**src/design/assert_macros.svh**
```systemverilog
// ----------------------------------------------------------------------------
// assert_macros.svh
// Shared concurrent assertion macros, clocked on clk, disabled in reset.
// ----------------------------------------------------------------------------
`ifndef ASSERT_MACROS_SVH
`define ASSERT_MACROS_SVH

// Implication within the same cycle.
`define SLA_ASSERT_IMP(lbl, ante, cons) \
	lbl: assert property (@(posedge clk) disable iff (!arst_n) (ante) |-> (cons)) \
		else $error("assertion failed: same-cycle implication");

// Implication in the next cycle.
`define SLA_ASSERT_NXT(lbl, ante, cons) \
	lbl: assert property (@(posedge clk) disable iff (!arst_n) (ante) |=> (cons)) \
		else $error("assertion failed: next-cycle implication");

`endif

```
**src/design/sla_pkg.sv**
```systemverilog
// ----------------------------------------------------------------------------
// sla_pkg
// Types and constants of the slot lease allocator.
// ----------------------------------------------------------------------------
package sla_pkg;

	localparam int SLOTS   = 16;
	localparam int IDX_W   = (SLOTS > 1) ? $clog2(SLOTS) : 1;
	localparam int SLOT_W  = 8;
	localparam int CNT_W   = 9;

	typedef enum logic [1:0] {
		MODE_ACQUIRE = 2'd0,
		MODE_RELEASE = 2'd1,
		MODE_CLOSE   = 2'd2,
		MODE_NOP     = 2'd3
	} mode_t;

	typedef enum logic [1:0] {
		STAT_OK      = 2'd0,
		STAT_EMPTY   = 2'd1,
		STAT_CLOSING = 2'd2,
		STAT_BAD     = 2'd3
	} status_t;

	typedef enum logic {
		ST_IDLE = 1'b0,
		ST_POP  = 1'b1
	} state_t;

endpackage

```
**src/design/sla_ram.sv**
```systemverilog
// ----------------------------------------------------------------------------
// sla_ram
// Generic single-write, single-read RAM with registered read data.
// ----------------------------------------------------------------------------
module sla_ram #(
	parameter int WIDTH = 8,
	parameter int DEPTH = 16
) (
	input  logic                                  clk,
	input  logic                                  we,
	input  logic [((DEPTH > 1) ? $clog2(DEPTH) : 1)-1:0] waddr,
	input  logic [WIDTH-1:0]                      wdata,
	input  logic                                  re,
	input  logic [((DEPTH > 1) ? $clog2(DEPTH) : 1)-1:0] raddr,
	output logic [WIDTH-1:0]                      rdata
);

	logic [WIDTH-1:0] mem [DEPTH];

	always_ff @(posedge clk) begin
		if (we) begin
			mem[waddr] <= wdata;
		end
		if (re) begin
			rdata <= mem[raddr];
		end
	end

endmodule

```
**src/design/slot_lease_allocator_top.sv**
```systemverilog
// ----------------------------------------------------------------------------
// slot_lease_allocator_top
// Slot pool served from a LIFO free stack held in RAM, with lease bits,
// busy count and a closing flag.
// ----------------------------------------------------------------------------
//   channel | signals                                   | transfer when
//   --------+-------------------------------------------+-----------------------
//   in      | in_valid, in_ready, mode, slot            | in_valid & in_ready
//   out     | out_valid, out_ready, status,             | out_valid & out_ready
//           | granted_slot, busy_count, drained         |
//
// Release, close, no-op and refused acquire: result registered at the input
// transfer. A granted acquire first reads the stack top from the free-stack
// RAM (registered read data), then forms the result from that read.
// No clearing pass after reset: per-entry valid flops make an unwritten stack
// entry read as its own index. Input stalls while the result register is full
// and not being taken, and during the pop read.
// ----------------------------------------------------------------------------
`include "assert_macros.svh"

module slot_lease_allocator_top (
	input  logic                        clk,
	input  logic                        arst_n,
	input  logic                        in_valid,
	output logic                        in_ready,
	input  logic [1:0]                  mode,
	input  logic [sla_pkg::SLOT_W-1:0]  slot,
	output logic                        out_valid,
	input  logic                        out_ready,
	output logic [1:0]                  status,
	output logic [sla_pkg::SLOT_W-1:0]  granted_slot,
	output logic [sla_pkg::CNT_W-1:0]   busy_count,
	output logic                        drained
);

	// control state
	sla_pkg::state_t            state_q, state_d;
	logic [sla_pkg::CNT_W-1:0]  free_q, free_d;
	logic [sla_pkg::CNT_W-1:0]  busy_q, busy_d;
	logic                       close_q, close_d;
	logic                       lease_q [sla_pkg::SLOTS];
	logic                       mvld_q [sla_pkg::SLOTS];   // stack entry written since reset
	logic                       out_valid_q;

	// pop read tracking
	logic [sla_pkg::IDX_W-1:0]  top_idx_s1;
	logic                       top_vld_s1;

	// result register
	logic [1:0]                 status_q;
	logic [sla_pkg::SLOT_W-1:0] granted_q;
	logic [sla_pkg::CNT_W-1:0]  busy_out_q;
	logic                       drained_q;

	// combinational controls
	logic                       accept;
	logic                       out_load;
	logic [1:0]                 status_d;
	logic [sla_pkg::SLOT_W-1:0] granted_d;
	logic                       ram_we, ram_re;
	logic [sla_pkg::IDX_W-1:0]  top_idx;
	logic [sla_pkg::IDX_W-1:0]  rel_idx;
	logic [sla_pkg::IDX_W-1:0]  push_idx;
	logic [sla_pkg::SLOT_W-1:0] ram_rdata;
	logic [sla_pkg::SLOT_W-1:0] pop_slot;
	logic [sla_pkg::IDX_W-1:0]  pop_idx;
	logic                       rel_ok;
	logic                       lease_set, lease_clr;

	assign top_idx  = sla_pkg::IDX_W'(free_q - sla_pkg::CNT_W'(1));
	assign push_idx = free_q[sla_pkg::IDX_W-1:0];
	assign rel_idx  = slot[sla_pkg::IDX_W-1:0];
	// unwritten entry holds its reset value, the index itself
	assign pop_slot = top_vld_s1 ? ram_rdata : sla_pkg::SLOT_W'(top_idx_s1);
	assign pop_idx  = pop_slot[sla_pkg::IDX_W-1:0];

	assign rel_ok = ({1'b0, slot} < sla_pkg::CNT_W'(sla_pkg::SLOTS))
		&& lease_q[rel_idx]
		&& (free_q < sla_pkg::CNT_W'(sla_pkg::SLOTS));

	sla_ram #(
		.WIDTH (sla_pkg::SLOT_W),
		.DEPTH (sla_pkg::SLOTS)
	) u_free_stack (
		.clk   (clk),
		.we    (ram_we),
		.waddr (push_idx),
		.wdata (slot),
		.re    (ram_re),
		.raddr (top_idx),
		.rdata (ram_rdata)
	);

	// next state, datapath controls
	always_comb begin
		state_d   = state_q;
		free_d    = free_q;
		busy_d    = busy_q;
		close_d   = close_q;
		ram_we    = 1'b0;
		ram_re    = 1'b0;
		out_load  = 1'b0;
		status_d  = sla_pkg::STAT_OK;
		granted_d = '0;
		lease_set = 1'b0;
		lease_clr = 1'b0;
		in_ready  = (state_q == sla_pkg::ST_IDLE) && (!out_valid_q || out_ready);
		accept    = in_valid && in_ready;
		case (state_q)
			sla_pkg::ST_IDLE: begin
				if (accept) begin
					case (mode)
						sla_pkg::MODE_ACQUIRE: begin
							// closing wins over empty
							if (close_q) begin
								out_load = 1'b1;
								status_d = sla_pkg::STAT_CLOSING;
							end else if (free_q == '0) begin
								out_load = 1'b1;
								status_d = sla_pkg::STAT_EMPTY;
							end else begin
								ram_re  = 1'b1;
								state_d = sla_pkg::ST_POP;
							end
						end
						sla_pkg::MODE_RELEASE: begin
							out_load = 1'b1;
							if (rel_ok) begin
								ram_we    = 1'b1;
								lease_clr = 1'b1;
								free_d    = free_q + sla_pkg::CNT_W'(1);
								busy_d    = busy_q - sla_pkg::CNT_W'(1);
							end else begin
								status_d = sla_pkg::STAT_BAD;
							end
						end
						sla_pkg::MODE_CLOSE: begin
							out_load = 1'b1;
							close_d  = 1'b1;
						end
						default: begin
							out_load = 1'b1;
						end
					endcase
				end
			end
			sla_pkg::ST_POP: begin
				out_load  = 1'b1;
				lease_set = 1'b1;
				granted_d = pop_slot;
				free_d    = free_q - sla_pkg::CNT_W'(1);
				busy_d    = busy_q + sla_pkg::CNT_W'(1);
				state_d   = sla_pkg::ST_IDLE;
			end
			default: begin
				state_d = sla_pkg::ST_IDLE;
			end
		endcase
	end

	always_ff @(posedge clk or negedge arst_n) begin
		if (!arst_n) begin
			state_q     <= sla_pkg::ST_IDLE;
			free_q      <= sla_pkg::CNT_W'(sla_pkg::SLOTS);
			busy_q      <= '0;
			close_q     <= 1'b0;
			out_valid_q <= 1'b0;
			for (int i = 0; i < sla_pkg::SLOTS; i++) begin
				lease_q[i] <= 1'b0;
				mvld_q[i]  <= 1'b0;
			end
		end else begin
			state_q <= state_d;
			free_q  <= free_d;
			busy_q  <= busy_d;
			close_q <= close_d;
			if (out_load) begin
				out_valid_q <= 1'b1;
			end else if (out_ready) begin
				out_valid_q <= 1'b0;
			end
			if (ram_we) begin
				mvld_q[push_idx] <= 1'b1;
			end
			if (lease_clr) begin
				lease_q[rel_idx] <= 1'b0;
			end
			if (lease_set) begin
				lease_q[pop_idx] <= 1'b1;
			end
		end
	end

	// payload registers
	always_ff @(posedge clk) begin
		if (ram_re) begin
			top_idx_s1 <= top_idx;
			top_vld_s1 <= mvld_q[top_idx];
		end
		if (out_load) begin
			status_q   <= status_d;
			granted_q  <= granted_d;
			busy_out_q <= busy_d;
			drained_q  <= close_d && (busy_d == '0);
		end
	end

	assign out_valid    = out_valid_q;
	assign status       = status_q;
	assign granted_slot = granted_q;
	assign busy_count   = busy_out_q;
	assign drained      = drained_q;

	// every slot is either on the free stack or leased
	`SLA_ASSERT_IMP(a_pool_conserved, 1'b1,
		(free_q + busy_q) == sla_pkg::CNT_W'(sla_pkg::SLOTS))
	// a grantable acquire always goes through the pop read
	`SLA_ASSERT_NXT(a_acq_pops, accept && (mode == sla_pkg::MODE_ACQUIRE) && !close_q
		&& (free_q != '0), (state_q == sla_pkg::ST_POP) && out_valid_q == 1'b0)
	// drained is only reported with nothing leased
	`SLA_ASSERT_IMP(a_drained_empty, out_valid_q && drained_q, busy_out_q == '0)
	// a nonzero grant only comes with an ok status
	`SLA_ASSERT_IMP(a_grant_ok, out_valid_q && (status_q != sla_pkg::STAT_OK),
		granted_q == '0)

endmodule

```
**config.mk**
```make
export PLATFORM = sky130hd
export DESIGN_NAME = slot_lease_allocator_top
export DESIGN_NICKNAME = d
export VERILOG_FILES = /design/src/design/sla_pkg.sv /design/src/design/sla_ram.sv /design/src/design/slot_lease_allocator_top.sv
export VERILOG_INCLUDE_DIRS = /design/src /design/src/design
export SDC_FILE = /design/constraint.sdc
export NUM_CORES = 1
export LEC_CHECK = 0
export BUFFER_PORTS_ARGS = -buffer_cell sky130_fd_sc_hd__buf_4
export CAP_MARGIN = 20
export CORE_UTILIZATION = 44
export DETAILED_ROUTE_END_ITERATION = 8
export PLACE_DENSITY = 0.72
export SLEW_MARGIN = 10
export SYNTH_ARGS = -nofsm -noshare
export SYNTH_HDL_FRONTEND = slang
export SYNTH_SLANG_ARGS = --single-unit
```
**constraint.sdc**
```tcl
create_clock -name clk -period 4.1 [get_ports clk]
set_clock_uncertainty 0.2 [all_clocks]
set_input_delay 0.615 -clock clk [delete_from_list [all_inputs] [get_ports clk]]
set_output_delay 0.615 -clock clk [all_outputs]
set_load 0.05 [all_outputs]
```
==> results of run 1 <==
## worst max-delay path: cells and delay by family (launching register included)
family | cells | cell delay, ps
buf+inv | 1 | 190
flops | 1 | 670
simple gates | 6 | 1700
fa+ha+maj | 1 | 300
## path summary, 6_finish.rpt
kind / from / endpoint / slack (ps) / cells after the start
setup / recovery: free_q[0]$_DFFE_PN0P_ / out_valid$_DFFE_PN0P_ / 920 / 8
hold / removal: arst_n / lease_q[11]$_DFF_PN0_ / -30 / 1
setup reg to reg: free_q[0]$_DFFE_PN0P_ / out_valid$_DFFE_PN0P_ / 920 / 8
hold reg to reg: mvld_q[6]$_DFFE_PN0N_ / mvld_q[6]$_DFFE_PN0N_ / 260 / 1
max in group asynchronous: arst_n / free_q[0]$_DFFE_PN0P_ / 3170 / 1
min in group clk: slot[7] / u_free_stack.mem[8][7]$_DFFE_PP_ / 200 / 1
## layout by cell type (no fill, tap or decap), drive strengths merged, types with 4 or more instances in the layout
master,count
nor4,6
ha,6
dfrtp,52
xnor2,7
nand2b,8
mux2i,9
nand2,28
nand3,6
or3,7
clkbuf,26
o21ai,41
or2,18
clkinvlp,4
buf,58
edfxtp,161
a21oi,5
nor3,14
nor2,31
mux4,46
xor2,10
a31oi,5
nand4,7
inv,14
and3,7
clkinv,9
## registers in the layout, summed over array words and instances, names as in the netlist
register	cells
u_free_stack.mem	128
lease_q	16
mvld_q	16
busy_count	9
busy_q	9
free_q	9
granted_slot	8
u_free_stack.rdata	8
top_idx_s1	4
status	2
close_q	1
drained	1
out_valid	1
state_q	1
top_vld_s1	1
## power by group
part / total, mW / internal [mW] / leakage, nW / switching, mW
logic: 1.28 / 0.611 / 1.21 / 0.668
clock network: 2.00 / 1.17 / 0.354 / 0.836
registers: 2.52 / 2.43 / 2.05 / 0.0983
total: 5.81 / 4.20 / 3.61 / 1.60
## kinds of logic (layout without fill, tap and decap cells)
logic type / count (synthesis) / after routing
DFF: 214 / 214
and+or+nand+nor: 144 / 144
AOI/OAI and AO/OA: 69 / 69
muxes: 55 / 55
buffers and inverters: 34 / 113
xor gates and xnor gates: 17 / 17
adders and majority gates: 6 / 6
## final cells by class
cell class	count	share of cell area [%]
clock buffer	26	5.69
tap	265	3.22
sequential	214	59.8
timing repair buffer	58	4.22
multi-input combinational	291	25.1
inverter	13	0.473
clock inverter	16	1.51
## metal layers
layer	share of wire [%]	vias to the layer above	track usage (%)	wire [um]
met5	0	-	0	0
met4	3.5	0	7.00	658
met3	6.3	45	4.34	1210
met2	49	179	31.8	9350
met1	41	2588	24.8	7770
li1	-	2226	-	-
## stage by stage
| step | hold WS [ps] | util, % | setup slack [ps] | instances |
|---|---|---|---|---|
| final | -26.4 | 52.6 | 918 | 883 |
| after global routing | 23.5 | 52.6 | 629 | 883 |
| after global placement | 244 | 48.8 | 774 | 841 |
| after CTS | 1.00 | 52.6 | 860 | 883 |
| after floorplan | 119 | - | 512 | 539 |
| after detailed placement | 249 | 48.8 | 626 | 841 |
==> metrics.txt, run 1 <==
main combinational cell family by area after synthesis multiplexers; endpoint kind of the worst setup timing path flip-flop; total non-filler cell area in the finished layout 10300 sq um; fraction of synthesized cell area in xor and xnor cells 1.68%; Slew HR 44.7%; failing checks hold timing; Final ANT Viol Nets 0; number of violations of the max-capacitance limit 0; via density per instance 5.71; shortest clock period the worst path allows after layout 3180 ps; share of post-route cells with drive strength above 1 27.3%; Critical Path Fanout Max 21; number of library cell types mapped by synthesis 53; gate count after technology mapping 539; combined area of the multi-input logic cells 2590 sq um; class of the tightest hold or removal check input pin to async pin; leakage power of the design 3.61 nW; flop and latch count out of synthesis 214; CTS tree yes; total standard cell area after synthesis 8880 sq um; Worst-Skew Late Latency 520 ps; crit-path cells inv_1, ha_1, nand2_1, nor2_1, or4_1, nand2_1, nand2_1, nand2b_1; Max H-tree Level 1; cell mode on critical path nand2_1; I/O pin count 36; root buffer cell clkbuf_16; Arr. time, crit path 3380 ps; mux cell area share after synthesis 12.7%; compound-cell area share of the yosys netlist 5.10%; HPWL after DPL 11900 um; overall fraction of global-route tracks in use 19.2%; adder and majority cell fraction of the synthesized area 0.846%; clock edge transition at the registers on the reported setup and hold paths 60 ps; input/output buffers 35; peak supply drop 0.397 mV; detailed-route via count 5038; clk sinks 214; ant diodes 0; core area 19600 sq um; leading cell types by total area after synthesis edfxtp_1 (54%), dfrtp_1 (15%), mux4_2 (12%); simple-gate portion of the synthesized area 8.75%; number of post-CTS setup repair buffers 0; number of CTS-inserted buffers 23; global-route congestion overflow total 0; sort of element at the start of the critical path flip-flop; transition at the pin with the smallest max-transition slack 828 ps; Layout Area Growth over Synthesis 16.1%; nets@finish 621; die boundary width 144 um; std cell rows 51; length of the first detailed-routing pass in iterations 5; Total Neg Setup Slack 0 ps; Bufs on Longest Clock Path 3; longest individual stage delay on the worst path 670 ps; hold-fix buffers at CTS 0; achievable frequency 0.314 GHz; count of synthesis-stage warnings from yosys 0; final max-slew violation count 0; first-pass GRT wire length 29200 um; required time at the worst-slack endpoint 4290 ps; per-instance average area after synthesis 16.5 sq um; detailed router's first-iteration violation count 389; power density cells 563 nW/um^2; highest-delay cell along the critical path dfrtp_2; Worst Hold Slack -26.4 ps; result of the run finished with violations; Main synth FF type edfxtp_1; number of global-route vias before repair 5155; Post-Place Cell Area 9570 sq um; Yosys top cell by area edfxtp_1; initial core utilization 45.3%; wire length per cell 21.5 um; die footprint 20700 sq um; share of the yosys chip area belonging to registers 69.4%; setup violators final 0; largest net degree at the start of global routing 54; count of fill cells added during filler insertion 1564; total of cells resized after clock tree synthesis 0; crit path kind flip-flop to flip-flop; die height 144 um; total nets after synthesis 559; area share of the largest cell type after synthesis 54.5%; gpl congestion 0.846; most common cell in the netlist edfxtp_1; number of hold-slack violations in the final timing report 31; footprint of the flip-flops and latches 6160 sq um; count of flip-flops with a built-in enable after synthesis 161; Overall Power 5.81 mW; final cycle utilization of the critical path 77.6%; proportion of synthesized flip-flops having asynchronous set or reset 24.8%; WL final 19000 um; most frequent cells after synthesis edfxtp_1 (161), dfrtp_1 (52), mux4_2 (46), o21ai_0 (37), nor2_1 (31); post-detailed-route DRC marker count 0; antenna violations before repair 0; unrepaired setup endpoints after global routing no
No activity file was read; power rests on OpenSTA's default activity.
==> run 2, diff against run 1 <==
PLACE_DENSITY = 0.74   (was 0.72)
clock period = 2.8 ns   (was 4.1 ns; I/O delays follow)
==> metrics.txt, run 2 (synthesized netlist as in run 1, its figures left out) <==
first-pass GRT wire length 29700 um (+1.4%); clock edge transition at the registers on the reported setup and hold paths 60 ps (about the same); gpl congestion 0.857 (+1.3%); crit path kind flip-flop to flip-flop; share of post-route cells with drive strength above 1 30.3% (+3.0 points); Critical Path Fanout Max 2 (-90%); internal power 6.15 mW (+46%); required time at the worst-slack endpoint 2930 ps (-1360 ps); root buffer cell clkbuf_16; crit-path cells mux4_2, nand2b_4, a32oi_4, nor3_2, buf_4, or3_1, a311o_1, nor4_2; Bufs on Longest Clock Path 3 (unchanged); Layout Area Growth over Synthesis 18.7%; detailed router's first-iteration violation count 357 (-8.2%); initial core utilization 45.3% (unchanged); overall fraction of global-route tracks in use 19.2% (-0.022 points); footprint of the flip-flops and latches 6160 sq um (unchanged); shortest clock period the worst path allows after layout 2620 ps (-565 ps); ant diodes 0 (unchanged); number of CTS-inserted buffers 22 (-4.3%); die footprint 20700 sq um (unchanged); leakage power of the design 3.75 nW (+3.9%); number of flip-flops under the largest register name 128 (unchanged); input/output buffers 35 (unchanged); detailed-route via count 5130 (+1.8%); Buf/Inv on CP 1 (unchanged); count of fill cells added during filler insertion 1565 (+0.064%); biggest regs u_free_stack.mem: 128 flops, lease_q: 16 flops, mvld_q: 16 flops; Worst-Skew Late Latency 510 ps (about the same); number of violations of the max-capacitance limit 0 (unchanged); proportion of power drawn by flip-flops and latches 42.5% (-1.0 points); post-detailed-route DRC marker count 0 (unchanged); switching power 2.40 mW (+50%); Final ANT Viol Nets 0 (unchanged); core utilization of the finished layout 53.8% (+1.2 points); setup violators final 0 (unchanged); number of hold-slack violations in the final timing report 0 (-100%); achievable frequency 0.382 GHz (+22%); highest-delay cell along the critical path mux4_2; most frequent standard cell in the layout excluding fill and tap cells edfxtp_1; Slew HR 50.4% (+5.7 points); via density per instance 5.63 (-1.3%); power density cells 812 nW/um^2 (+44%); largest net degree at the start of global routing 54 (unchanged); endpoint kind of the worst setup timing path flip-flop; part of the total power dissipated in the clock network 32.0% (-2.5 points); number of post-CTS setup repair buffers 0 (unchanged); unrepaired setup endpoints after global routing no; global-route congestion overflow total 0 (unchanged); clk sinks 214 (unchanged); die boundary width 144 um (unchanged); class of the tightest hold or removal check input pin to flip-flop; register bank with the most flops u_free_stack.mem; I/O pin count 36 (unchanged); wire length per cell 20.8 um (-3.1%); final cycle utilization of the critical path 93.5% (+16 points); transition at the pin with the smallest max-transition slack 745 ps (-83.0 ps); CTS tree yes; nets@finish 650 (+4.7%); Arr. time, crit path 2750 ps (-630 ps); core area 19600 sq um (unchanged); power share of the combinational group 25.6% (+3.6 points); std cell rows 51 (unchanged); sort of element at the start of the critical path flip-flop; antenna violations before repair 0 (unchanged); longest individual stage delay on the worst path 470 ps (-200 ps); die height 144 um (unchanged); WL final 19000 um (about the same); number of global-route vias before repair 5219 (+1.2%); result of the run complete, no violations; length of the first detailed-routing pass in iterations 5 (unchanged); cell class contributing the biggest share of worst-path delay simple AND/OR/NAND/NOR gates; count of placed standard cells including taps 870 (+3.4%); combined area of the multi-input logic cells 2600 sq um (+0.68%); top library cells by usage in the layout, fill and taps aside edfxtp_1 (161), buf_4 (83), dfrtp_1 (51), mux4_2 (46), o21ai_0 (37); number of non-filler instances in the completed layout 911 (+3.2%); peak supply drop 0.604 mV (+52%); fraction of power spent switching nets 28.1% (+0.47 points); Max H-tree Level 1 (unchanged); final max-slew violation count 0 (unchanged); HPWL after DPL 12600 um (+5.9%)
[run 2: final timing paths]
check                                  startpoint                      to  slack, ps  depth (start not counted)
min in group asynchronous                  arst_n    lease_q[7]$_DFF_PN0_        330                          2
max                          lease_q[4]$_DFF_PN0_       drained$_DFFE_PP_        180                          8
min                                       mode[1]       close_q$_DFF_PN0_         30                          2
min reg2reg                mvld_q[15]$_DFFE_PN0N_  mvld_q[15]$_DFFE_PN0N_        260                          1
max reg2reg                  lease_q[4]$_DFF_PN0_       drained$_DFFE_PP_        180                          8
max in group asynchronous                  arst_n   free_q[0]$_DFFE_PN0P_       1520                          2
[run 2: metrics by stage]
stage / total power [mW] / setup TNS, ps / instance area (sq um) / worst slack [ps] / hold WS, ps
after floorplan: 5.15 / 0 / 8920 / 36.6 / -75.6
after global placement: 5.85 / -19.2 / 9850 / -19.2 / 247
after detailed placement: 5.89 / -71.5 / 9850 / -33.3 / 250
after CTS: 8.61 / 0 / 10500 / 172 / 23.6
after global routing: 8.85 / 0 / 10500 / 110 / 26.3
final: 8.56 / 0 / 10500 / 183 / 28.7
[run 2: power by group through the flow]
stage | Combinational (mW) | Sequential, mW | Clock (mW)
final | 2.19 | 3.63 | 2.73
after global routing | 2.31 | 3.64 | 2.89
after CTS | 2.21 | 3.63 | 2.78
after detailed placement | 2.20 | 3.70 | 0
after global placement | 2.16 | 3.69 | 0
after floorplan | 1.37 | 3.77 | 0
[run 2: what timing repair did]
action,in CTS,in global routing
resized for setup,0,0
setup endpoints to repair,0,0
hold endpoints to repair,52,0
hold buffers,1,0
[run 2: cell type report]
cell class | count | area share [%]
clock buffer | 28 | 5.53
sequential | 214 | 58.5
timing repair buffer | 88 | 6.77
tap | 265 | 3.15
multi-input combinational | 291 | 24.7
inverter | 13 | 0.463
clock inverter | 12 | 0.879
[run 2: routing by layer]
layer	part of all wire, %	vias to the layer above	track usage [%]
met5	0	-	0
met4	1.7	0	3.64
met3	5.9	35	2.65
met2	50	194	32.3
met1	43	2625	26.8
li1	-	2276	-
==> run 3, diff against run 2 <==
clock period = 2.3 ns   (was 2.8 ns; I/O delays follow)
==> metrics.txt, run 3 (synthesized netlist as in run 1, its figures left out) <==
initial core utilization 45.3% (unchanged); die boundary width 144 um (unchanged); minimum setup slack in the final design -235 ps (-418 ps); antenna violations before repair 2 (+2); HPWL after DPL 13800 um (+9.5%); root buffer cell clkbuf_16; failing checks setup timing; Slew HR 49.2% (-1.1 points); overall fraction of global-route tracks in use 22.0% (+2.8 points); Top Usage Layer GRT met2; global-route congestion overflow total 0 (unchanged); Post-Place Cell Area 10400 sq um (+5.2%); wire length per cell 22.9 um (+10%); leakage power of the design 4.35 nW (+16%); achievable frequency 0.394 GHz (+3.2%); post-detailed-route DRC marker count 0 (unchanged); transition at the pin with the smallest max-transition slack 762 ps (+17.2 ps); final cycle utilization of the critical path 110% (+17 points); largest net degree at the start of global routing 54 (unchanged); most frequent standard cell in the layout excluding fill and tap cells edfxtp_1; std cell rows 51 (unchanged); I/O pin count 36 (unchanged); final max-slew violation count 0 (unchanged); die footprint 20700 sq um (unchanged); count of placed standard cells including taps 897 (+3.1%); Worst Hold Slack 33.9 ps (+5.26 ps); biggest regs u_free_stack.mem: 128 flops, lease_q: 16 flops, mvld_q: 16 flops; first-pass GRT wire length 33000 um (+11%); number of violations of the max-capacitance limit 0 (unchanged); clk sinks 214 (unchanged); sort of element at the start of the critical path flip-flop; core utilization of the finished layout 61.4% (+7.6 points); detailed router's first-iteration violation count 575 (+61%); peak supply drop 0.787 mV (+30%); routing usage on met2 37.4% (+5.1 points); number of flip-flops under the largest register name 128 (unchanged); setup violators final 169 (+169); shortest clock period the worst path allows after layout 2530 ps (-81.9 ps); Critical Path Fanout Max 6 (+4); via density per instance 5.66 (+0.51%); register bank with the most flops u_free_stack.mem; total non-filler cell area in the finished layout 12000 sq um (+14%); Final ANT Viol Nets 0 (unchanged); number of global-route vias before repair 5648 (+8.2%); top library cells by usage in the layout, fill and taps aside edfxtp_1 (161), buf_4 (96), dfrtp_1 (50), mux4_2 (46), clkbuf_16 (29); Global Route met3 Usage 3.34% (+0.70 points); share of post-route cells with drive strength above 1 45.2% (+15 points); nets@finish 717 (+10%); die height 144 um (unchanged); Max H-tree Level 1 (unchanged); gpl congestion 0.902 (+5.2%); Bufs on Longest Clock Path 3 (unchanged); detailed-route via count 5541 (+8.0%); Layout Area Growth over Synthesis 35.5%; core area 19600 sq um (unchanged); endpoint kind of the worst setup timing path flip-flop; Worst-Skew Late Latency 520 ps (about the same); result of the run finished with violations; GRT met1 Usage 28.5% (+1.7 points); number of hold-slack violations in the final timing report 0 (unchanged); length of the first detailed-routing pass in iterations 5 (unchanged); class of the tightest hold or removal check input pin to flip-flop; Arr. time, crit path 2670 ps (-80 ps); number of non-filler instances in the completed layout 979 (+7.5%); clock edge transition at the registers on the reported setup and hold paths 60 ps (about the same); unrepaired setup endpoints after global routing yes; CTS tree yes; number of CTS-inserted buffers 22 (unchanged); power density cells 964 nW/um^2 (+19%); input/output buffers 35 (unchanged); worst slack at placement -419 ps (-386 ps); required time at the worst-slack endpoint 2440 ps (-490 ps); crit path kind flip-flop to flip-flop; WL final 22400 um (+18%)
[run 3: what timing repair did]
action	in CTS	in global routing
gates cloned	6	8
setup buffers	24	14
hold endpoints to repair	55	0
setup endpoints to repair	139	199
hold buffers	3	0
pin swaps	17	33
resized for setup	62	71
[run 3: worst paths after layout]
kind	to	depth (start not counted)	startpoint	slack, ps
max	drained$_DFFE_PP_	7	lease_q[12]$_DFF_PN0_	-230
max reg2reg	drained$_DFFE_PP_	7	lease_q[12]$_DFF_PN0_	-230
max in group asynchronous	free_q[0]$_DFFE_PN0P_	2	arst_n	1100
min in group asynchronous	mvld_q[9]$_DFFE_PN0N_	2	arst_n	240
min	close_q$_DFF_PN0_	3	mode[0]	30
min reg2reg	mvld_q[1]$_DFFE_PN0N_	1	mvld_q[1]$_DFFE_PN0N_	270
[run 3: metrics by stage]
stage               setup TNS, ps  total power [mW]
finish                     -18880              11.6
global route               -34770              12.0
CTS                        -21560              11.7
detailed placement         -53550              7.54
global placement           -48620              7.45
floorplan                  -16320              6.45
[run 3: cell type report]
type                            count  area [sq um]
Tap cell                          265           332
Sequential cell                   214          6160
Clock buffer                       29           607
Inverter                           13          53.8
Clock inverter                     11           136
Antenna cell                        1          2.50
Fill cell                        1395          7560
Multi-Input combinational cell    293          3090
Timing Repair Buffer              153          1650
[run 3: worst max-delay path: stages, from the launching register on]
cell and delay, ps:
dfrtp_1 400, mux4_2 470, nand2b_4 170, a32oi_4 240, nor3_4 130, or3_1 330, a311o_1 280, nor4_2 140
[run 3: where the power goes]
group	total (mW)	leakage, nW	switching, mW	internal (mW)
Combinational	3.60	1.94	1.77	1.84
Clock	3.59	0.355	1.49	2.10
Sequential	4.40	2.05	0.0747	4.32
[run 3: routing by layer]
| metal | vias up | share of wire (%) |
|---|---|---|
| met2 | 214 | 51 |
| met1 | 2837 | 39 |
| met3 | 45 | 6.1 |
| met5 | - | 0.040 |
| li1 | 2443 | - |
| met4 | 2 | 3.3 |
